$ cat src/lmfr_pkg.sv
// Package for the LIN master frame receiver: codes, types and helper functions.
package lmfr_pkg;

    localparam logic [7:0]  SYNC_BYTE      = 8'h55;
    localparam logic [3:0]  MAX_DATA_BYTES = 4'd8;
    localparam logic [15:0] TIMEOUT_RESET  = 16'd255;
    localparam int          LMFR_QUEUE_DEPTH = 2;

    localparam logic [1:0] OP_START = 2'd0;
    localparam logic [1:0] OP_BYTE  = 2'd1;
    localparam logic [1:0] OP_TICK  = 2'd2;

    typedef enum logic [2:0] {
        PH_IDLE,
        PH_SYNC,
        PH_IDECHO,
        PH_DATA,
        PH_CHECK
    } t_phase;

    typedef enum logic [1:0] {
        CMD_START,
        CMD_BYTE,
        CMD_TICK,
        CMD_NOP
    } t_cmd;

    typedef enum logic [1:0] {
        KIND_TX     = 2'd0,
        KIND_DATA   = 2'd1,
        KIND_STATUS = 2'd2
    } t_kind;

    typedef struct packed {
        t_cmd       cmd;
        logic [7:0] pid;
        logic [3:0] len;
        logic [7:0] rx_byte;
    } t_q_entry;

    typedef struct packed {
        logic empty;
        logic full;
    } t_q_status;

    typedef struct packed {
        logic timeout;
        logic sum_err;
        logic complete;
    } t_status;

    typedef struct packed {
        t_kind      kind;
        logic [7:0] out_byte;
        logic [2:0] data_index;
        logic       break_before;
        logic       busy;
        t_status    status;
        logic       rejected;
        logic       last;
    } t_result;

    // Protected identifier: P0 in bit 6, inverted P1 in bit 7.
    function automatic logic [7:0] make_pid(input logic [5:0] id);
        logic p0;
        logic p1;
        p0 = id[0] ^ id[1] ^ id[2] ^ id[4];
        p1 = ~(id[1] ^ id[3] ^ id[4] ^ id[5]);
        return {p1, p0, id};
    endfunction

    // 8-bit add with end-around carry.
    function automatic logic [7:0] add_carry(input logic [7:0] sum, input logic [7:0] b);
        logic [8:0] s;
        s = {1'b0, sum} + {1'b0, b};
        return s[7:0] + {7'd0, s[8]};
    endfunction

endpackage

$ cat src/lmfr_if.sv
// Handshake channel interfaces: request input, result output and config write.
interface lmfr_in_if;
    logic       valid;
    logic       ready;
    logic [1:0] operation;
    logic [5:0] frame_id;
    logic [3:0] data_length;
    logic [7:0] rx_byte;

    modport source (output valid, operation, frame_id, data_length, rx_byte, input ready);
    modport sink   (input valid, operation, frame_id, data_length, rx_byte, output ready);
endinterface

interface lmfr_out_if;
    logic       valid;
    logic       ready;
    logic [1:0] result_kind;
    logic [7:0] out_byte;
    logic [2:0] data_index;
    logic       break_before;
    logic       busy_res;
    logic       complete;
    logic       checksum_error;
    logic       timeout_error;
    logic       rejected;
    logic       last;

    modport source (output valid, result_kind, out_byte, data_index, break_before, busy_res,
                    complete, checksum_error, timeout_error, rejected, last, input ready);
    modport sink   (input valid, result_kind, out_byte, data_index, break_before, busy_res,
                    complete, checksum_error, timeout_error, rejected, last, output ready);
endinterface

interface lmfr_cfg_if;
    logic        valid;
    logic        ready;
    logic [15:0] data;

    modport source (output valid, data, input ready);
    modport sink   (input valid, data, output ready);
endinterface

$ cat src/lmfr_front.sv
// Front end: accepts requests, decodes the operation, builds the PID, clamps the length.
module lmfr_front (
    lmfr_in_if.sink              i_in,
    input  lmfr_pkg::t_q_status  i_q_status,
    output logic                 o_push,
    output lmfr_pkg::t_q_entry   o_entry
);
    import lmfr_pkg::*;

    assign i_in.ready = !i_q_status.full;
    assign o_push     = i_in.valid && !i_q_status.full;

    always_comb begin
        case (i_in.operation)
            OP_START: o_entry.cmd = CMD_START;
            OP_BYTE:  o_entry.cmd = CMD_BYTE;
            OP_TICK:  o_entry.cmd = CMD_TICK;
            default:  o_entry.cmd = CMD_NOP;
        endcase
        o_entry.pid     = make_pid(i_in.frame_id);
        o_entry.len     = (i_in.data_length > MAX_DATA_BYTES) ? MAX_DATA_BYTES
                                                              : i_in.data_length;
        o_entry.rx_byte = i_in.rx_byte;
    end

endmodule

$ cat src/lmfr_queue.sv
// Small register FIFO between the decode front end and the frame engine.
module lmfr_queue #(
    parameter int DEPTH = lmfr_pkg::LMFR_QUEUE_DEPTH
) (
    input  logic                 i_clk,
    input  logic                 i_rst_n,
    input  logic                 i_push,
    input  lmfr_pkg::t_q_entry   i_entry,
    input  logic                 i_pop,
    output lmfr_pkg::t_q_entry   o_head,
    output lmfr_pkg::t_q_status  o_status
);
    import lmfr_pkg::*;

    localparam int PW = $clog2(DEPTH);
    localparam int CW = $clog2(DEPTH + 1);
    localparam logic [PW-1:0] LAST_PTR = PW'(DEPTH - 1);
    localparam logic [CW-1:0] FULL_CNT = CW'(DEPTH);

    t_q_entry      r_mem [DEPTH];
    logic [PW-1:0] r_wr_ptr, n_wr_ptr;
    logic [PW-1:0] r_rd_ptr, n_rd_ptr;
    logic [CW-1:0] r_count, n_count;
    logic          do_push, do_pop;

    assign o_status.empty = (r_count == '0);
    assign o_status.full  = (r_count == FULL_CNT);
    assign o_head         = r_mem[r_rd_ptr];

    assign do_push = i_push && !o_status.full;
    assign do_pop  = i_pop && !o_status.empty;

    always_comb begin
        n_wr_ptr = r_wr_ptr;
        n_rd_ptr = r_rd_ptr;
        n_count  = r_count;
        if (do_push) begin
            n_wr_ptr = (r_wr_ptr == LAST_PTR) ? '0 : r_wr_ptr + 1'b1;
        end
        if (do_pop) begin
            n_rd_ptr = (r_rd_ptr == LAST_PTR) ? '0 : r_rd_ptr + 1'b1;
        end
        if (do_push && !do_pop) begin
            n_count = r_count + 1'b1;
        end else if (do_pop && !do_push) begin
            n_count = r_count - 1'b1;
        end
    end

    always_ff @(posedge i_clk) begin
        if (!i_rst_n) begin
            r_wr_ptr <= '0;
            r_rd_ptr <= '0;
            r_count  <= '0;
        end else begin
            r_wr_ptr <= n_wr_ptr;
            r_rd_ptr <= n_rd_ptr;
            r_count  <= n_count;
        end
    end

    always_ff @(posedge i_clk) begin
        if (do_push) begin
            r_mem[r_wr_ptr] <= i_entry;
        end
    end

endmodule

$ cat src/lmfr_back.sv
// Frame engine: header emission, echo drop, data pass-through, checksum and timeout.
module lmfr_back (
    input  logic                 i_clk,
    input  logic                 i_rst_n,
    input  lmfr_pkg::t_q_entry   i_head,
    input  lmfr_pkg::t_q_status  i_q_status,
    output logic                 o_pop,
    lmfr_cfg_if.sink             i_cfg,
    lmfr_out_if.source           o_out
);
    import lmfr_pkg::*;

    t_phase      r_phase, n_phase;
    logic [7:0]  r_pid, n_pid;
    logic [7:0]  r_sum, n_sum;
    logic [3:0]  r_cnt, n_cnt;
    logic [3:0]  r_len, n_len;
    logic [15:0] r_ticks, n_ticks;
    t_status     r_status, n_status;
    logic [15:0] r_timeout;
    logic        r_pend, n_pend;
    logic        r_out_valid, n_out_valid;
    t_result     r_out, n_out;

    logic       out_free;
    logic       take;
    logic       busy;
    logic       sync_echo;
    logic       id_echo;
    t_phase     eff_phase;
    logic [3:0] cnt_inc;

    assign out_free = !r_out_valid || o_out.ready;
    assign take     = out_free && !r_pend && !i_q_status.empty;
    assign o_pop    = take;
    assign busy     = (r_phase != PH_IDLE);
    assign cnt_inc  = r_cnt + 4'd1;

    // Byte routing: at most one sync echo and one identifier echo are dropped.
    always_comb begin
        sync_echo = (r_phase == PH_SYNC) && (i_head.rx_byte == SYNC_BYTE);
        id_echo   = !sync_echo && ((r_phase == PH_SYNC) || (r_phase == PH_IDECHO))
                    && (i_head.rx_byte == r_pid);
        if ((r_phase == PH_SYNC) || (r_phase == PH_IDECHO)) begin
            eff_phase = (r_len == 4'd0) ? PH_CHECK : PH_DATA;
        end else begin
            eff_phase = r_phase;
        end
    end

    // Next phase.
    always_comb begin
        n_phase = r_phase;
        if (take) begin
            case (i_head.cmd)
                CMD_START: begin
                    if (!busy) n_phase = PH_SYNC;
                end
                CMD_BYTE: begin
                    if (busy) begin
                        if (sync_echo) begin
                            n_phase = PH_IDECHO;
                        end else if (id_echo) begin
                            n_phase = eff_phase;
                        end else if (eff_phase == PH_DATA) begin
                            n_phase = (cnt_inc >= r_len) ? PH_CHECK : PH_DATA;
                        end else begin
                            n_phase = PH_IDLE;
                        end
                    end
                end
                CMD_TICK: begin
                    if (busy && (r_ticks <= 16'd1)) n_phase = PH_IDLE;
                end
                default: n_phase = r_phase;
            endcase
        end
    end

    // Frame registers and result.
    always_comb begin
        n_pid       = r_pid;
        n_sum       = r_sum;
        n_cnt       = r_cnt;
        n_len       = r_len;
        n_ticks     = r_ticks;
        n_status    = r_status;
        n_pend      = r_pend;
        n_out_valid = r_out_valid;
        n_out       = r_out;

        if (take) begin
            case (i_head.cmd)
                CMD_START: begin
                    if (!busy) begin
                        n_pid    = i_head.pid;
                        n_sum    = i_head.pid;
                        n_cnt    = 4'd0;
                        n_len    = i_head.len;
                        n_ticks  = r_timeout;
                        n_status = '0;
                        n_pend   = 1'b1;
                    end
                end
                CMD_BYTE: begin
                    if (busy && !sync_echo && !id_echo) begin
                        if (eff_phase == PH_DATA) begin
                            n_sum = add_carry(r_sum, i_head.rx_byte);
                            n_cnt = cnt_inc;
                        end else begin
                            n_status = '0;
                            if (~r_sum == i_head.rx_byte) n_status.complete = 1'b1;
                            else                          n_status.sum_err  = 1'b1;
                        end
                    end
                end
                CMD_TICK: begin
                    if (busy) begin
                        if (r_ticks <= 16'd1) begin
                            n_ticks  = '0;
                            n_status = '0;
                            n_status.timeout = 1'b1;
                        end else begin
                            n_ticks = r_ticks - 16'd1;
                        end
                    end
                end
                default: n_ticks = r_ticks;
            endcase
        end

        // Result for the item taken this cycle; post-update state.
        if (take) begin
            n_out_valid        = 1'b1;
            n_out.kind         = KIND_STATUS;
            n_out.out_byte     = 8'd0;
            n_out.data_index   = 3'd0;
            n_out.break_before = 1'b0;
            n_out.busy         = (n_phase != PH_IDLE);
            n_out.status       = n_status;
            n_out.rejected     = 1'b0;
            n_out.last         = 1'b1;
            case (i_head.cmd)
                CMD_START: begin
                    if (busy) begin
                        n_out.rejected = 1'b1;
                    end else begin
                        n_out.kind         = KIND_TX;
                        n_out.out_byte     = SYNC_BYTE;
                        n_out.break_before = 1'b1;
                        n_out.last         = 1'b0;
                    end
                end
                CMD_BYTE: begin
                    if (busy && !sync_echo && !id_echo && (eff_phase == PH_DATA)) begin
                        n_out.kind       = KIND_DATA;
                        n_out.out_byte   = i_head.rx_byte;
                        n_out.data_index = r_cnt[2:0];
                    end
                end
                default: n_out.kind = KIND_STATUS;
            endcase
        end else if (out_free && r_pend) begin
            // Second header byte: the protected identifier.
            n_pend             = 1'b0;
            n_out_valid        = 1'b1;
            n_out.kind         = KIND_TX;
            n_out.out_byte     = r_pid;
            n_out.data_index   = 3'd0;
            n_out.break_before = 1'b0;
            n_out.busy         = busy;
            n_out.status       = r_status;
            n_out.rejected     = 1'b0;
            n_out.last         = 1'b1;
        end else if (o_out.ready) begin
            n_out_valid = 1'b0;
        end
    end

    assign i_cfg.ready = 1'b1;

    always_ff @(posedge i_clk) begin
        if (!i_rst_n) begin
            r_phase     <= PH_IDLE;
            r_pid       <= '0;
            r_sum       <= '0;
            r_cnt       <= '0;
            r_len       <= '0;
            r_ticks     <= '0;
            r_status    <= '0;
            r_timeout   <= TIMEOUT_RESET;
            r_pend      <= 1'b0;
            r_out_valid <= 1'b0;
        end else begin
            r_phase     <= n_phase;
            r_pid       <= n_pid;
            r_sum       <= n_sum;
            r_cnt       <= n_cnt;
            r_len       <= n_len;
            r_ticks     <= n_ticks;
            r_status    <= n_status;
            r_pend      <= n_pend;
            r_out_valid <= n_out_valid;
            if (i_cfg.valid) begin
                r_timeout <= i_cfg.data;
            end
        end
    end

    always_ff @(posedge i_clk) begin
        r_out <= n_out;
    end

    assign o_out.valid          = r_out_valid;
    assign o_out.result_kind    = r_out.kind;
    assign o_out.out_byte       = r_out.out_byte;
    assign o_out.data_index     = r_out.data_index;
    assign o_out.break_before   = r_out.break_before;
    assign o_out.busy_res       = r_out.busy;
    assign o_out.complete       = r_out.status.complete;
    assign o_out.checksum_error = r_out.status.sum_err;
    assign o_out.timeout_error  = r_out.status.timeout;
    assign o_out.rejected       = r_out.rejected;
    assign o_out.last           = r_out.last;

endmodule

$ cat src/lin_master_frame_receiver_unit.sv
// Top level of the LIN master frame receiver: front end, request queue, frame engine.
//
//  channel  | dir | handshake      | carries
//  ---------+-----+----------------+----------------------------------------------
//  i_in     | in  | valid / ready  | operation, frame_id, data_length, rx_byte
//  o_out    | out | valid / ready  | result_kind, out_byte, data_index, flags, last
//  i_cfg    | in  | valid / ready  | timeout_ticks (16 bits), always ready
//
//  One request per cycle enters while the queue has room; the engine retires one
//  queued request per cycle into the output register while that register is free.
//  A start request yields two results (sync with break, then PID), and the engine
//  takes no new request until the PID result has entered the output register.
//  Synchronous active-low reset clears phase, counters, flags, queue and output valid;
//  timeout_ticks resets to 255.
//  Output stalls back up through the queue to i_in.ready; no result is dropped.
module lin_master_frame_receiver_unit #(
    parameter int QUEUE_DEPTH = lmfr_pkg::LMFR_QUEUE_DEPTH
) (
    input  logic        i_clk,
    input  logic        i_rst_n,
    lmfr_in_if.sink     i_in,
    lmfr_cfg_if.sink    i_cfg,
    lmfr_out_if.source  o_out
);
    import lmfr_pkg::*;

    t_q_entry  push_entry;
    t_q_entry  head_entry;
    t_q_status q_status;
    logic      push;
    logic      pop;

    // Decode and handshake on the request side.
    lmfr_front u_front (
        .i_in       (i_in),
        .i_q_status (q_status),
        .o_push     (push),
        .o_entry    (push_entry)
    );

    // Decouples request acceptance from result backpressure.
    lmfr_queue #(
        .DEPTH (QUEUE_DEPTH)
    ) u_queue (
        .i_clk    (i_clk),
        .i_rst_n  (i_rst_n),
        .i_push   (push),
        .i_entry  (push_entry),
        .i_pop    (pop),
        .o_head   (head_entry),
        .o_status (q_status)
    );

    // Frame state, checksum, timeout and result register.
    lmfr_back u_back (
        .i_clk      (i_clk),
        .i_rst_n    (i_rst_n),
        .i_head     (head_entry),
        .i_q_status (q_status),
        .o_pop      (pop),
        .i_cfg      (i_cfg),
        .o_out      (o_out)
    );

    // Sync byte taken: the PID transmit result follows right away.
    a_pid_follows_sync: assert property (@(posedge i_clk) disable iff (!i_rst_n)
        (o_out.valid && o_out.ready && o_out.break_before)
        |=> (o_out.valid && (o_out.result_kind == KIND_TX) && !o_out.break_before))
        else $error("PID result did not follow sync result");

    // A rejected start only happens while a frame runs.
    a_reject_busy: assert property (@(posedge i_clk) disable iff (!i_rst_n)
        (o_out.valid && o_out.rejected) |-> o_out.busy_res)
        else $error("start rejected while idle");

    // Data bytes are passed on only mid-frame, as single final results.
    a_data_busy: assert property (@(posedge i_clk) disable iff (!i_rst_n)
        (o_out.valid && (o_out.result_kind == KIND_DATA)) |-> (o_out.busy_res && o_out.last))
        else $error("data result outside a frame");

endmodule

$ cat src/flat_wrapper.sv
// flat-port wrapper written by rule: the top's interface ports become plain ports
module lin_master_frame_receiver_unit_flat import lmfr_pkg::*;
#(
    parameter int QUEUE_DEPTH = lmfr_pkg::LMFR_QUEUE_DEPTH
)
  (i_clk, i_rst_n, i_in_valid, i_in_operation, i_in_frame_id, i_in_data_length, i_in_rx_byte, i_in_ready, i_cfg_valid, i_cfg_data, i_cfg_ready, o_out_valid, o_out_result_kind, o_out_out_byte, o_out_data_index, o_out_break_before, o_out_busy_res, o_out_complete, o_out_checksum_error, o_out_timeout_error, o_out_rejected, o_out_last, o_out_ready);
  lmfr_in_if i_in_i ();
  lmfr_cfg_if i_cfg_i ();
  lmfr_out_if o_out_i ();
  input  logic i_clk;
  input  logic i_rst_n;
  input wire logic [$bits(i_in_i.valid)-1:0] i_in_valid;
  input wire logic [$bits(i_in_i.operation)-1:0] i_in_operation;
  input wire logic [$bits(i_in_i.frame_id)-1:0] i_in_frame_id;
  input wire logic [$bits(i_in_i.data_length)-1:0] i_in_data_length;
  input wire logic [$bits(i_in_i.rx_byte)-1:0] i_in_rx_byte;
  output wire logic [$bits(i_in_i.ready)-1:0] i_in_ready;
  input wire logic [$bits(i_cfg_i.valid)-1:0] i_cfg_valid;
  input wire logic [$bits(i_cfg_i.data)-1:0] i_cfg_data;
  output wire logic [$bits(i_cfg_i.ready)-1:0] i_cfg_ready;
  output wire logic [$bits(o_out_i.valid)-1:0] o_out_valid;
  output wire logic [$bits(o_out_i.result_kind)-1:0] o_out_result_kind;
  output wire logic [$bits(o_out_i.out_byte)-1:0] o_out_out_byte;
  output wire logic [$bits(o_out_i.data_index)-1:0] o_out_data_index;
  output wire logic [$bits(o_out_i.break_before)-1:0] o_out_break_before;
  output wire logic [$bits(o_out_i.busy_res)-1:0] o_out_busy_res;
  output wire logic [$bits(o_out_i.complete)-1:0] o_out_complete;
  output wire logic [$bits(o_out_i.checksum_error)-1:0] o_out_checksum_error;
  output wire logic [$bits(o_out_i.timeout_error)-1:0] o_out_timeout_error;
  output wire logic [$bits(o_out_i.rejected)-1:0] o_out_rejected;
  output wire logic [$bits(o_out_i.last)-1:0] o_out_last;
  input wire logic [$bits(o_out_i.ready)-1:0] o_out_ready;
  assign i_in_i.valid = i_in_valid;
  assign i_in_i.operation = i_in_operation;
  assign i_in_i.frame_id = i_in_frame_id;
  assign i_in_i.data_length = i_in_data_length;
  assign i_in_i.rx_byte = i_in_rx_byte;
  assign i_in_ready = i_in_i.ready;
  assign i_cfg_i.valid = i_cfg_valid;
  assign i_cfg_i.data = i_cfg_data;
  assign i_cfg_ready = i_cfg_i.ready;
  assign o_out_valid = o_out_i.valid;
  assign o_out_result_kind = o_out_i.result_kind;
  assign o_out_out_byte = o_out_i.out_byte;
  assign o_out_data_index = o_out_i.data_index;
  assign o_out_break_before = o_out_i.break_before;
  assign o_out_busy_res = o_out_i.busy_res;
  assign o_out_complete = o_out_i.complete;
  assign o_out_checksum_error = o_out_i.checksum_error;
  assign o_out_timeout_error = o_out_i.timeout_error;
  assign o_out_rejected = o_out_i.rejected;
  assign o_out_last = o_out_i.last;
  assign o_out_i.ready = o_out_ready;
  lin_master_frame_receiver_unit #(.QUEUE_DEPTH(QUEUE_DEPTH)) u_core (.i_clk(i_clk), .i_rst_n(i_rst_n), .i_in(i_in_i), .i_cfg(i_cfg_i), .o_out(o_out_i));
endmodule
$ cat config.mk
export PLATFORM = sky130hd
export DESIGN_NAME = lin_master_frame_receiver_unit_flat
export DESIGN_NICKNAME = d
export VERILOG_FILES = /design/src/lmfr_pkg.sv /design/src/lmfr_if.sv /design/src/lmfr_front.sv /design/src/lmfr_queue.sv /design/src/lmfr_back.sv /design/src/lin_master_frame_receiver_unit.sv /design/src/flat_wrapper.sv
export SDC_FILE = /design/constraint.sdc
export NUM_CORES = 1
export LEC_CHECK = 0
export ABC_CLOCK_PERIOD_IN_PS = 4800
export BUFFER_PORTS_ARGS = -buffer_cell sky130_fd_sc_hd__buf_4
export CORE_ASPECT_RATIO = 1.25
export CORE_UTILIZATION = 25
export DETAILED_ROUTE_END_ITERATION = 16
export MAX_ROUTING_LAYER = met4
export PLACE_DENSITY_LB_ADDON = 0.15
export SYNTH_ARGS = -nofsm -noshare
export SYNTH_HDL_FRONTEND = slang
export SYNTH_SLANG_ARGS = --single-unit
$ cat constraint.sdc
create_clock -name i_clk -period 4.8 [get_ports i_clk]
set_clock_uncertainty 0.15 [all_clocks]
set_input_delay 0.24 -clock i_clk [delete_from_list [all_inputs] [get_ports i_clk]]
set_output_delay 0.24 -clock i_clk [all_outputs]
set_load 0.01 [all_outputs]
* Word level (Yosys, flattened, before mapping) *
Memories as Yosys holds them, arrays and structs flattened. A register that Yosys moved wholly into a read port is not among the register bits.
Index checks and enable logic that the tools add are counted.

cells by class
  $add $sub $neg = 8
  order comparisons = 3
  equal/unequal tests = 15
  multiplexer cells = 61
  bitwise logic cells = 9
  reductions and logical operators = 39

operators with widths
  operator                                                                 number
  3-bit 2-to-1 mux                                                         17
  16-bit 2-to-1 mux                                                        3
  20-bit 2-to-1 mux                                                        2
  16-bit one-hot mux with 2 select lines                                   1
  8-bit one-hot mux with 2 select lines                                    2
  8-bit 2-to-1 mux                                                         3
  1-bit 2-to-1 mux                                                         19
  3-bit one-hot mux with 3 select lines                                    2
  8-bit == test                                                            2
  16-bit by 1-bit <= comparator with 1-bit output (second input constant)  1
  4-bit 2-to-1 mux                                                         4
  16-bit by 1-bit subtractor with 16-bit output (second input constant)    1
  1-bit logical AND                                                        15
  13-bit 2-to-1 mux                                                        1
  10-bit 2-to-1 mux                                                        1
  8-bit by 8-bit adder with 9-bit output                                   1
  3-bit nonzero test                                                       3
  8-bit by 1-bit adder with 8-bit output                                   1
  8-bit by 7-bit == test with 1-bit output (second input constant)         1
  1-bit zero test                                                          8
  2-bit != test (second input constant)                                    4
  8-bit NOT                                                                1
  4-bit one-hot mux with 2 select lines                                    1
  2-bit nonzero test                                                       4
  other kinds (21)                                                         37

word-level totals
  bits in registers = 88
  memory bits (writable) = 44
  word-level logic and storage cells = 161
  memories kept = 1

memory list
  memory                words  width  rd ports  clocked after Yosys merged registers in  write ports  line              source
  u_core.u_queue.r_mem  2      22     1         1                                        1            lmfr_queue.sv:20  t_q_entry r_mem [DEPTH];

* Depth between registers and ports, before layout *
Gate-level depths: netlist of the first run.

  word-level depth = 12
  gate-level depth with buffers = 17
  mapped depth without buffers = 16

* Hierarchy *
Synthesis of the first run repeated with hierarchy kept, for this count alone.

unflattened totals
  cells, all modules = 657
  area, all modules = 6645.1 µm²

by module, submodules not included
  module      times used  cells each  area each (µm²)  sequential area each (µm²)
  lmfr_back   1           537         4635.7           1881.8
  lmfr_queue  1           93          1813.0           1421.4
  lmfr_front  1           27          196.4            0.0

* Least setup slack after synthesis of the first run *
No wires, ideal clock.

  kind = register -> register
  from = register (tool-made name)
  to = register u_core.u_back.r_sum[2]
  setup time = 128 ps
  arrival time = 2971 ps
  data required time = 4522 ps
  slack = 1551 ps
  stages on the path, launching flop included = 18
  path buffers = 1
  period minus slack after synthesis = 3249 ps
  cell sequence = dfxtp_1 -> buf_6 -> mux2i_1 -> inv_1 -> ha_1 -> fa_1 -> a21o_1 -> a21oi_1 -> nor2_1 -> nor2_1 -> nand2_1 -> ha_1 -> ha_1 -> or2_2 -> nand3_1 -> o21ai_0 -> mux2i_1 -> nor2_1

RTL lines
  item                    line              source
  end signal: assignment  lmfr_back.sv:197  r_sum <= n_sum;
  end: declaration        lmfr_back.sv:15   logic [7:0] r_sum, n_sum;

==> run_results.csv, run 1 <==
group,metric,value,unit
layout,design_area,8410,sq um
synthesis,ys.flop_type,"dfxtp_1",
global_route,antenna_found_initial,0,
clocking,cts_buffer_depth,2,
worst_hold_path,hold_path.class,"primary input to register",
setup_path,slowest_stage,"dfxtp_1",
timing,tns,0,ns
synthesis,synthTopCellsByArea,"edfxtp_1 (29%), dfxtp_1 (21%), mux2i_1 (6.0%)",
global_route,grt_pass1_wl,26400,um
setup_path,critPathBufInv,2,
setup_path,crit_required,4.96,ns
power,cellPowerDensity,609,nW/um^2
setup_path,worstSetupStartpointType,"register",
setup_path,arrival,4.07,ns
synthesis,seq_area_frac_synth,0.505,
worst_hold_path,min_from,"i_in_data_length[2]",
clocking,clock-sinks,133,
place,dp_hpwl,11600,um
timing,post-route-period-util,0.815,
floorplanning,fp-row-count,65,
setup_path,worst-setup-path-type,"register to register",
floorplanning,die_area,26800,sq um
place,gp_congestion,0.862,
setup_path,cp_max_fo,10,
timing,max_freq,0.256,GHz
floorplanning,core_area,25500,sq um
setup_path,cpPeakStageDelay,0.66,ns
timing,slew_headroom,0.199,
worst_hold_path,holdPathEnd,"u_core.u_queue.r_mem[1][10]",
worst_hold_path,worstHoldPathCells,2,
power,finalPower,5.12,mW
synthesis,syn_avg_cell_area,10.5,sq um
route,route.detailed.drc,0,
route,num_vias,4959,
synthesis,synth_cells,624,
synthesis,synth_common_cells,"nor2_1 (80), dfxtp_1 (69), edfxtp_1 (64), nand2_1 (46), mux2i_1 (39)",
global_route,grt_pass1_vias,4984,
synthesis,yosysMostFrequentCell,"nor2_1",
setup_path,r2r_end,"u_core.u_back.r_sum[7]",
route,final_antenna_net_count,0,
synthesis,ys_ff_latch,133,
floorplanning,fp.dieW,147,um
global_route,gr-total-overflow,0,
synthesis,synth_nets,684,
layout,area_growth,28.6,%
clocking,cts-buffers-inserted,17,
floorplanning,dieHeight,183,um
layout,multiInputGateArea,3010,sq um
setup_path,rr_worst_depth,15,
layout,drive_above_1_share,0.173,
route,first_pass_iters,4,
setup_path,path_delay_family,"simple AND/OR/NAND/NOR gates",
synthesis,synth.distinct_cells,68,
place,numPortBuffers,62,
synthesis,ys_warn_count,0,
route,avgViaCountPerCell,4.63,
timing,slew_violations,0,
synthesis,syn-cell-area,6550,sq um
outcome,outcome,"completed",
layout,nNetsFinal,783,
run,max_cap_violations,0,
clocking,root_buffer,"clkbuf_16",
timing,fin_crit,3.91,ns
synthesis,synth_edf_count,64,
synthesis,synth_top_area_share,0.294,
place,post_dp_cell_area,7330,sq um
timing,setup_violations,0,
timing,hold_viol_final,0,
setup_path,cp-end-kind,"register",
layout,regArea,3300,sq um
layout,fillers,2548,
layout,final_util,0.331,
synthesis,yosys.area.top_type,"edfxtp_1",
setup_path,reg2reg_setup_slack,0.89,ns
synthesis,async_flop_share,0,
timing,worst_pin_slew,1.20,ns
power,ir_drop,0.000247,V
layout,diodes,0,
clocking,clock_latency,0.42,ns
timing,rsz0062_at_grt,"false",
route,drt_iter0_drc,192,
setup_path,path_cells,"buf_4, mux2i_1, inv_1, ha_1, a21o_1, a21oi_1, nor2_1, nor2_1, nand2_1, ha_1, nand3_1, or3_1, nor3_1, xor3_1, o41ai_1",
route,wire_per_inst,15.2,um
floorplanning,start_util,0.257,
clocking,htree_levels,4,
clocking,clkTransAtPathRegs,0.06,ns
clocking,postCtsSetupBuffers,0,
clocking,cts_tree,"done",
global_route,grt_use_total,0.130,
route,wl,16300,um
power,p_leak,3.19,nW
global_route,grt_max_degree,36,
floorplanning,num_io_pins,64,
state kept, by name (all words and copies together), names as in the netlist, 2 cells and up, named ones only:
signal / count
u_core.u_back.o_out.data_index: 3
u_core.u_back.o_out.out_byte: 8
u_core.u_back.o_out.result_kind: 2
u_core.u_back.r_cnt: 4
u_core.u_back.r_len: 4
u_core.u_back.r_phase: 3
u_core.u_back.r_pid: 8
u_core.u_back.r_status: 3
u_core.u_back.r_sum: 8
u_core.u_back.r_ticks: 16
u_core.u_back.r_timeout: 16
u_core.u_queue.r_count: 2
u_core.u_queue.r_mem: 44
through the flow:
step | std cells | hold slack [ns] | setup slack (ns)
2_1_floorplan | 624 | 0.189 | 1.55
3_3_place_gp | 996 | 0.279 | 1.03
3_5_place_dp | 996 | 0.279 | 0.889
4_1_cts | 1071 | 0.0294 | 0.870
5_1_grt | 1071 | 0.0479 | 0.584
6_report | 1071 | 0.0340 | 0.887
power by group:
group | leakage (nW) | switching [mW] | total, mW | internal, mW
Combinational | 1.71 | 1.19 | 1.99 | 0.803
Sequential | 1.17 | 0.178 | 1.68 | 1.50
Clock | 0.315 | 0.522 | 1.45 | 0.933
area by class of cell:
cell class | count | area share
clock buffers | 19 | 0.0514
repair buffers | 113 | 0.114
multi-input cells | 438 | 0.357
flip-flops and latches | 133 | 0.393
inverters | 20 | 0.00892
well taps | 335 | 0.0498
clock inverters | 13 | 0.0263
layer usage:
| metal | track usage | up-vias | part of all wire |
|---|---|---|---|
| met2 | 0.223 | 100 | 0.51 |
| met1 | 0.152 | 2364 | 0.45 |
| met4 | 0.0396 | 0 | 0.011 |
| met5 | - | - | 0 |
| li1 | - | 2482 | - |
| met3 | 0.0281 | 13 | 0.029 |
cells by family after synthesis:
group / synth area share
xor gates and xnor gates: 0.0465
AOI/OAI and AO/OA: 0.144
other: 0.000573
adders and majority gates: 0.0375
buffers and inverters: 0.0371
and+or+nand+nor: 0.157
muxes: 0.0732
DFF: 0.505
placed cells by master (no fill, tap or decap), types with 6 or more instances in the layout:
| master | n |
|---|---|
| xor2_1 | 15 |
| clkbuf_16 | 17 |
| nor4_1 | 7 |
| a21oi_1 | 23 |
| nand2_1 | 46 |
| dlygate4sd3_1 | 43 |
| dfxtp_1 | 69 |
| a22oi_1 | 12 |
| nor2b_1 | 7 |
| edfxtp_1 | 64 |
| buf_4 | 70 |
| inv_1 | 20 |
| nand3_1 | 8 |
| ha_1 | 18 |
| nor3_1 | 16 |
| a211oi_1 | 19 |
| o21ai_0 | 23 |
| xnor2_1 | 17 |
| a22o_1 | 7 |
| or3_1 | 8 |
| o21a_1 | 6 |
| mux2i_1 | 39 |
| nor2_1 | 77 |
repair_timing:
action / CTS / global route
resized for setup: 0 / 0
endpoints found under the hold margin: 57 / 0
hold buffers: 43 / 0
worst reg2reg max path: cells and delay by family (launching register included):
family                     cells  cell delay [ns]
AOI/OAI and AO/OA              3             0.47
xor gates and xnor gates       1             0.27
adders and majority gates      2             0.58
buffers and inverters          2             0.36
DFF                            1             0.66
muxes                          1             0.35
and+or+nand+nor                6             0.98
worst max-delay path by stage:
stage,from,depth (start not counted),endpoint
floorplan,register,17,u_core.u_back.r_sum[2]
global placement,register,15,u_core.u_back.r_sum[7]
detailed placement,register,15,u_core.u_back.r_sum[7]
CTS,register,15,u_core.u_back.r_sum[7]
global route,register,15,u_core.u_back.r_sum[7]
finish,register,15,u_core.u_back.r_sum[7]
No activity file was read; power rests on OpenSTA's default activity.
==> inputs of run 2 (changes only) <==
--- a/config.mk
+++ b/config.mk
@@ -5,7 +5,8 @@
 export SDC_FILE = /design/constraint.sdc
 export NUM_CORES = 1
 export LEC_CHECK = 0
-export ABC_CLOCK_PERIOD_IN_PS = 4800
+export ABC_AREA = 1
+export ABC_CLOCK_PERIOD_IN_PS = 3700
 export BUFFER_PORTS_ARGS = -buffer_cell sky130_fd_sc_hd__buf_4
 export CORE_ASPECT_RATIO = 1.25
 export CORE_UTILIZATION = 25
==> constraint.sdc (replaced) <==
create_clock -name i_clk -period 3.7 [get_ports i_clk]
set_clock_uncertainty 0.15 [all_clocks]
set_input_delay 0.185 -clock i_clk [delete_from_list [all_inputs] [get_ports i_clk]]
set_output_delay 0.185 -clock i_clk [all_outputs]
set_load 0.01 [all_outputs]
==> run 2 against run 1 <==
Synthesized cell count increased by 31%. Worst hold slack got worse by 0.026 ns. Setup slack got worse by 0.45 ns. Sequential power is 32% higher. Sequential share of layout area decreased by 0.97 points. First-iteration DRC count is 39% higher. Critical path depth grew 6. Maximum frequency is 20% higher. Core utilization fell by 0.79 points. Non-clock buffer count rose by 3. Count of clock-buffer cells in the layout is 2 higher.
==> run_results.csv, run 2 <==
group,metric,value,unit
outcome,outcome,"completed",
timing,slew_violations,0,
clocking,cts_tree,"done",
timing,slew_headroom,0.523,
timing,rsz0062_at_grt,"false",
power,sequentialPowerShare,0.306,
setup_path,crit_required,3.83,ns
synthesis,seq_area_frac_synth,0.486,
route,final_antenna_net_count,0,
floorplanning,dieHeight,186,um
worst_hold_path,worstHoldPathCells,3,
setup_path,worst-setup-path-type,"register to register",
power,sw_frac_of_total,0.425,
setup_path,worstSetupStartpointType,"register",
worst_hold_path,min_from,"i_cfg_valid",
run,max_cap_violations,0,
layout,regArea,3300,sq um
layout,final_cell_mix,"nand2_1 (168), inv_1 (86), nor2_1 (81), o21ai_0 (76), buf_4 (71)",
setup_path,critPathBufInv,3,
route,wire_per_inst,14.2,um
synthesis,syn-cell-area,6790,sq um
power,clkPwrFrac,0.232,
floorplanning,die_area,27800,sq um
synthesis,synth.distinct_cells,51,
clocking,cts_buffer_depth,2,
synthesis,synthTopCellsByArea,"edfxtp_1 (28%), dfxtp_1 (20%), nand2_1 (9.3%)",
synthesis,ys.flop_type,"dfxtp_1",
setup_path,cp_max_fo,22,
route,drt_iter0_drc,266,
floorplanning,fp.dieW,149,um
synthesis,yosysMostFrequentCell,"nand2_1",
synthesis,ys_ff_latch,133,
synthesis,async_flop_share,0,
global_route,grt_pass1_wl,30100,um
timing,setup_violations,0,
clocking,htree_levels,4,
route,avgViaCountPerCell,4.36,
floorplanning,num_io_pins,64,
clocking,clock_latency,0.43,ns
layout,multiInputGateArea,2960,sq um
power,combPwrFrac,0.463,
place,post-place-ws,0.440,ns
timing,fin_ws,0.438,ns
worst_hold_path,holdPathEnd,"u_core.u_back.r_timeout[1]",
global_route,grt_use_total,0.145,
setup_path,cpPeakStageDelay,0.42,ns
layout,largest_reg_flops,44,
clocking,clkTransAtPathRegs,0.06,ns
synthesis,ys_warn_count,0,
timing,max_freq,0.307,GHz
synthesis,synth_cells,818,
place,dp_hpwl,13400,um
timing,tns,0,ns
floorplanning,fp-row-count,67,
global_route,grt_pass1_vias,5667,
setup_path,slowest_stage,"fa_1",
timing,hold_viol_final,0,
layout,area_growth,27.0,%
global_route,grt_max_degree,45,
timing,fin_crit,3.26,ns
global_route,gr-total-overflow,0,
global_route,antenna_found_initial,0,
route,wl,18200,um
global_route,top_usage_layer,"met2",
timing,post-route-period-util,0.882,
place,gp_congestion,0.827,
synthesis,synth_nets,878,
clocking,clock-sinks,133,
floorplanning,core_area,26700,sq um
clocking,cts-resized-gates,0,
global_route,grtUsageMet1,0.185,
layout,reg_top3,"u_core.u_queue.r_mem: 44 flops, u_core.u_back.r_ticks: 16 flops, u_core.u_back.r_timeout: 16 flops",
timing,worst_pin_slew,0.713,ns
layout,final_common_cell,"nand2_1",
setup_path,path_cells,"inv_4, nand2_1, nand2_1, ha_1, fa_1, nand3_1, nand2_1, a21oi_1, o21ai_0, ha_1, ha_1, inv_1, nor2_1, nand3_1, nor2_1, inv_1, o21bai_1, nand3_1, nand2_1, nand2_1, a21oi_1",
route,first_pass_iters,5,
setup_path,rr_worst_depth,21,
layout,drive_above_1_share,0.153,
layout,regMostFlops,"u_core.u_queue.r_mem",
layout,diodes,0,
clocking,root_buffer,"clkbuf_16",
setup_path,path_common_cell,"nand2_1",
layout,fillers,2819,
global_route,grt_use_met3,0.0257,
power,p_leak,3.61,nW
power,netSwitchingPower,3.09,mW
setup_path,path_delay_family,"adder cells",
power,ir_drop,0.000359,V
power,cellPowerDensity,843,nW/um^2
synthesis,syn_avg_cell_area,8.31,sq um
setup_path,arrival,3.39,ns
synthesis,synth_top_area_share,0.283,
setup_path,reg2reg_setup_slack,0.44,ns
route,route.detailed.drc,0,
synthesis,synth_common_cells,"nand2_1 (168), inv_1 (86), nor2_1 (83), o21ai_0 (76), dfxtp_1 (69)",
route,num_vias,5591,
global_route,met2_usage,0.227,
place,numPortBuffers,62,
synthesis,yosys.area.top_type,"edfxtp_1",
clocking,cts-buffers-inserted,17,
worst_hold_path,hold_path.class,"primary input to register",
layout,nNetsFinal,983,
floorplanning,start_util,0.254,
power,power.internal,4.18,mW
setup_path,r2r_end,"u_core.u_back.r_sum[6]",
setup_path,cp-end-kind,"register",
synthesis,synth_edf_count,64,
[run 2: timing repair]
item,CTS,global route
hold endpoints to repair,56,0
hold buffers,45,0
setup buffers,0,0
[run 2: cells by family after synthesis]
family	synth area share
compound gates	0.150
buf+inv	0.0794
simple gates	0.217
other cells	0.000552
xor+xnor	0.0258
fa+ha+maj	0.0361
mux	0.00442
flops	0.486
[run 2: how the worst max path moves through the flow]
stage	end	cells past startpoint	slack [ns]	from
6_report	u_core.u_back.r_sum[6]	21	0.44	register
4_1_cts	u_core.u_back.r_sum[6]	21	0.41	register
3_5_place_dp	u_core.u_back.r_sum[6]	21	0.44	register
5_1_grt	u_core.u_back.r_sum[6]	21	0.11	register
3_3_place_gp	u_core.u_back.r_sum[6]	21	0.49	register
2_1_floorplan	u_core.u_back.r_sum[6]	22	0.79	register
[run 2: worst register-to-register path: cells and delay by family, from the launching register on]
kind	cells	cell delay [ns]
AO/OA/AOI/OAI	4	0.42
buffers and inverters	3	0.29
AND/OR/NAND/NOR	10	0.79
adder cells (fa/ha/maj)	4	1.08
flip-flops	1	0.39
[run 2: area by class of cell]
type                       count  area share
multi-input combinational    560       0.343
inverter                      95      0.0422
clock buffer                  21      0.0534
sequential                   133       0.383
clock inverter                11      0.0145
tap                          345      0.0500
timing repair buffer         116       0.114
[run 2: through the flow]
stage          utilization  instances  total power, mW  cell area [sq um]  hold WS (ns)
6_report             0.323       1281             7.27               8630       0.00818
4_1_cts              0.323       1281             7.40               8630       0.00196
5_1_grt              0.323       1281             7.94               8630        0.0197
2_1_floorplan            -        818             4.63               6790         0.134
3_5_place_dp         0.284       1204             5.63               7590         0.225
3_3_place_gp         0.284       1204             5.65               7590         0.224
[run 2: power by group through the flow]
stage          clock network [mW]  logic (mW)  registers [mW]
6_report                     1.68        3.36            2.22
5_1_grt                      1.80        3.85            2.28
4_1_cts                      1.75        3.42            2.23
3_5_place_dp                    0        3.37            2.26
3_3_place_gp                    0        3.38            2.27
2_1_floorplan                   0        2.38            2.26
[run 2: metal layers]
metal | share of wire | routed length, um
met1 | 0.48 | 8690
met2 | 0.47 | 8640
met3 | 0.033 | 605
met4 | 0.016 | 284
met5 | 0 | 0
==> inputs of run 3 (changes only) <==
--- a/config.mk
+++ b/config.mk
@@ -7,10 +7,11 @@
 export LEC_CHECK = 0
 export ABC_AREA = 1
 export ABC_CLOCK_PERIOD_IN_PS = 3700
-export BUFFER_PORTS_ARGS = -buffer_cell sky130_fd_sc_hd__buf_4
 export CORE_ASPECT_RATIO = 1.25
 export CORE_UTILIZATION = 25
+export CTS_CLUSTER_DIAMETER = 120
 export DETAILED_ROUTE_END_ITERATION = 16
+export DONT_BUFFER_PORTS = 1
 export MAX_ROUTING_LAYER = met4
 export PLACE_DENSITY_LB_ADDON = 0.15
 export SYNTH_ARGS = -nofsm -noshare
==> run 3 against run 2 <==
Count of clock-buffer cells in the layout unchanged. Largest cell class unchanged. Highest routed layer unchanged. Global-route usage rose by 0.21 points. Sequential share of layout area up 2.0 points. Critical path type unchanged. Core utilization fell by 1.6 points. Critical path depth is the same. Power decreased by 2.3%. First-iteration DRC count is 15% lower. Register-to-register slack gained 0.03 ns. Worst hold slack better by 0.0053 ns. Sequential power increased by 4%. Setup slack improved by 0.026 ns. Wire length up 2.4%. Largest power group unchanged.
==> run_results.csv, run 3 (synthesis gave the netlist of run 2 again) <==
group,metric,value,unit
outcome,outcome,"completed",
setup_path,path_common_cell,"nand2_1",
layout,largest_reg_flops,44,
timing,rsz0062_at_grt,"false",
timing,post-route-period-util,0.875,
place,dp_hpwl,13700,um
layout,final_common_cell,"nand2_1",
setup_path,cp_max_fo,22,
worst_hold_path,worstHoldPathCells,2,
layout,drive_above_1_share,0.0935,
global_route,grt_pass1_wl,30100,um
floorplanning,num_io_pins,64,
setup_path,critPathBufInv,3,
layout,fillers,2836,
setup_path,worstSetupStartpointType,"register",
power,sw_frac_of_total,0.441,
setup_path,arrival,3.37,ns
route,wl,18600,um
power,finalPower,7.11,mW
layout,multiInputGateArea,2960,sq um
layout,nNetsFinal,924,
route,drt_iter0_drc,227,
setup_path,cpPeakStageDelay,0.42,ns
worst_hold_path,min_from,"i_rst_n",
global_route,antenna_found_initial,1,
setup_path,slowest_stage,"fa_1",
global_route,grt_pass1_vias,5500,
setup_path,worst-setup-path-type,"register to register",
floorplanning,fp.dieW,149,um
layout,final_util,0.307,
clocking,cts-buffers-inserted,17,
global_route,grt_use_total,0.147,
setup_path,cp-end-kind,"register",
power,power.internal,3.97,mW
power,netSwitchingPower,3.14,mW
timing,slew_headroom,0.581,
global_route,grt_max_degree,44,
route,final_antenna_net_count,0,
layout,reg_top3,"u_core.u_queue.r_mem: 44 flops, u_core.u_back.r_ticks: 16 flops, u_core.u_back.r_timeout: 16 flops",
setup_path,path_delay_family,"adder cells",
layout,regMostFlops,"u_core.u_queue.r_mem",
place,gp_congestion,0.877,
timing,tns,0,ns
run,max_cap_violations,0,
setup_path,reg2reg_setup_slack,0.46,ns
timing,fin_crit,3.24,ns
timing,hold_viol_final,0,
floorplanning,dieHeight,186,um
floorplanning,start_util,0.254,
clocking,cts-resized-gates,0,
timing,slew_violations,0,
global_route,gr-total-overflow,0,
power,combPwrFrac,0.442,
floorplanning,fp-row-count,67,
clocking,clock_latency,0.43,ns
clocking,htree_levels,4,
clocking,postCtsSetupBuffers,0,
layout,final_cell_mix,"nand2_1 (168), inv_1 (86), nor2_1 (81), o21ai_0 (76), dfxtp_1 (69)",
route,wire_per_inst,15.2,um
power,clkPwrFrac,0.233,
place,numPortBuffers,0,
power,sequentialPowerShare,0.325,
route,first_pass_iters,5,
power,ir_drop,0.000364,V
route,num_vias,5454,
power,cellPowerDensity,867,nW/um^2
clocking,cts_tree,"done",
clocking,clock-sinks,133,
worst_hold_path,holdPathEnd,"u_core.u_back.r_status[0]",
clocking,cts_buffer_depth,2,
layout,regArea,3300,sq um
setup_path,rr_worst_depth,21,
setup_path,crit_required,3.84,ns
route,route.detailed.drc,0,
setup_path,path_cells,"inv_4, nand2_1, nand2_1, ha_1, fa_1, nand3_1, nand2_1, a21oi_1, o21ai_0, ha_1, ha_1, inv_1, nor2_1, nand3_1, nor2_1, inv_1, o21bai_1, nand3_1, nand2_1, nand2_1, a21oi_1",
timing,worst_pin_slew,0.625,ns
clocking,clkTransAtPathRegs,0.06,ns
worst_hold_path,hold_path.class,"primary input to register",
timing,setup_violations,0,
route,avgViaCountPerCell,4.46,
power,p_leak,3.32,nW
floorplanning,die_area,27800,sq um
setup_path,critical_path_depth,21,
layout,area_growth,20.7,%
setup_path,r2r_end,"u_core.u_back.r_sum[6]",
floorplanning,core_area,26700,sq um
clocking,root_buffer,"clkbuf_16",
timing,hold_slack,0.0135,ns
timing,max_freq,0.309,GHz
[run 3: cell types whose count changed in the layout (fill, tap and decap cells not counted), moves of 2 or more]
cell,previous run,this run
bufinv_16,2,0
dlygate4sd3_1,45,47
buf_4,71,9
clkbuf_16,17,19
clkinv_2,3,1
[run 3: cell type report]
class | count | area share
clock buffer | 21 | 0.0601
inverter | 95 | 0.0444
sequential | 133 | 0.403
timing repair buffer | 57 | 0.0681
multi-input combinational | 560 | 0.361
tap | 345 | 0.0526
clock inverter | 11 | 0.0105
antenna | 1 | 0.000305
[run 3: power groups by stage]
stage | sequential (mW) | combinational [mW] | clock (mW)
after floorplan | 2.26 | 2.38 | 0
after global placement | 2.35 | 3.14 | 0
after detailed placement | 2.35 | 3.11 | 0
after CTS | 2.32 | 3.19 | 1.71
after global routing | 2.37 | 3.61 | 1.76
final | 2.31 | 3.14 | 1.66
[run 3: metrics by stage]
step                      instances  area (sq um)  setup WS, ns
final                          1223          8200         0.464
after global placement         1142          7130         0.554
after floorplan                 818          6790         0.787
after global routing           1223          8200         0.135
after CTS                      1222          8200         0.451
after detailed placement       1142          7130         0.477
[run 3: repair_timing]
| item | CTS | global route |
|---|---|---|
| endpoints found under the setup margin | 0 | 0 |
| hold endpoints to repair | 94 | 0 |
| hold buffers | 48 | 0 |
[run 3: routing by layer]
layer	vias to the layer above	track usage	share of wire
met5	-	-	0
met4	0	0.0589	0.022
met3	22	0.0293	0.030
met2	91	0.230	0.47
met1	2515	0.184	0.48
li1	2826	-	-
[run 3: how the worst max path moves through the flow]
stage | endpoint | slack [ns]
2_1_floorplan | u_core.u_back.r_sum[6] | 0.79
3_3_place_gp | u_core.u_back.r_sum[6] | 0.55
3_5_place_dp | u_core.u_back.r_sum[6] | 0.48
4_1_cts | u_core.u_back.r_sum[6] | 0.45
5_1_grt | u_core.u_back.r_sum[6] | 0.13
6_report | u_core.u_back.r_sum[6] | 0.46
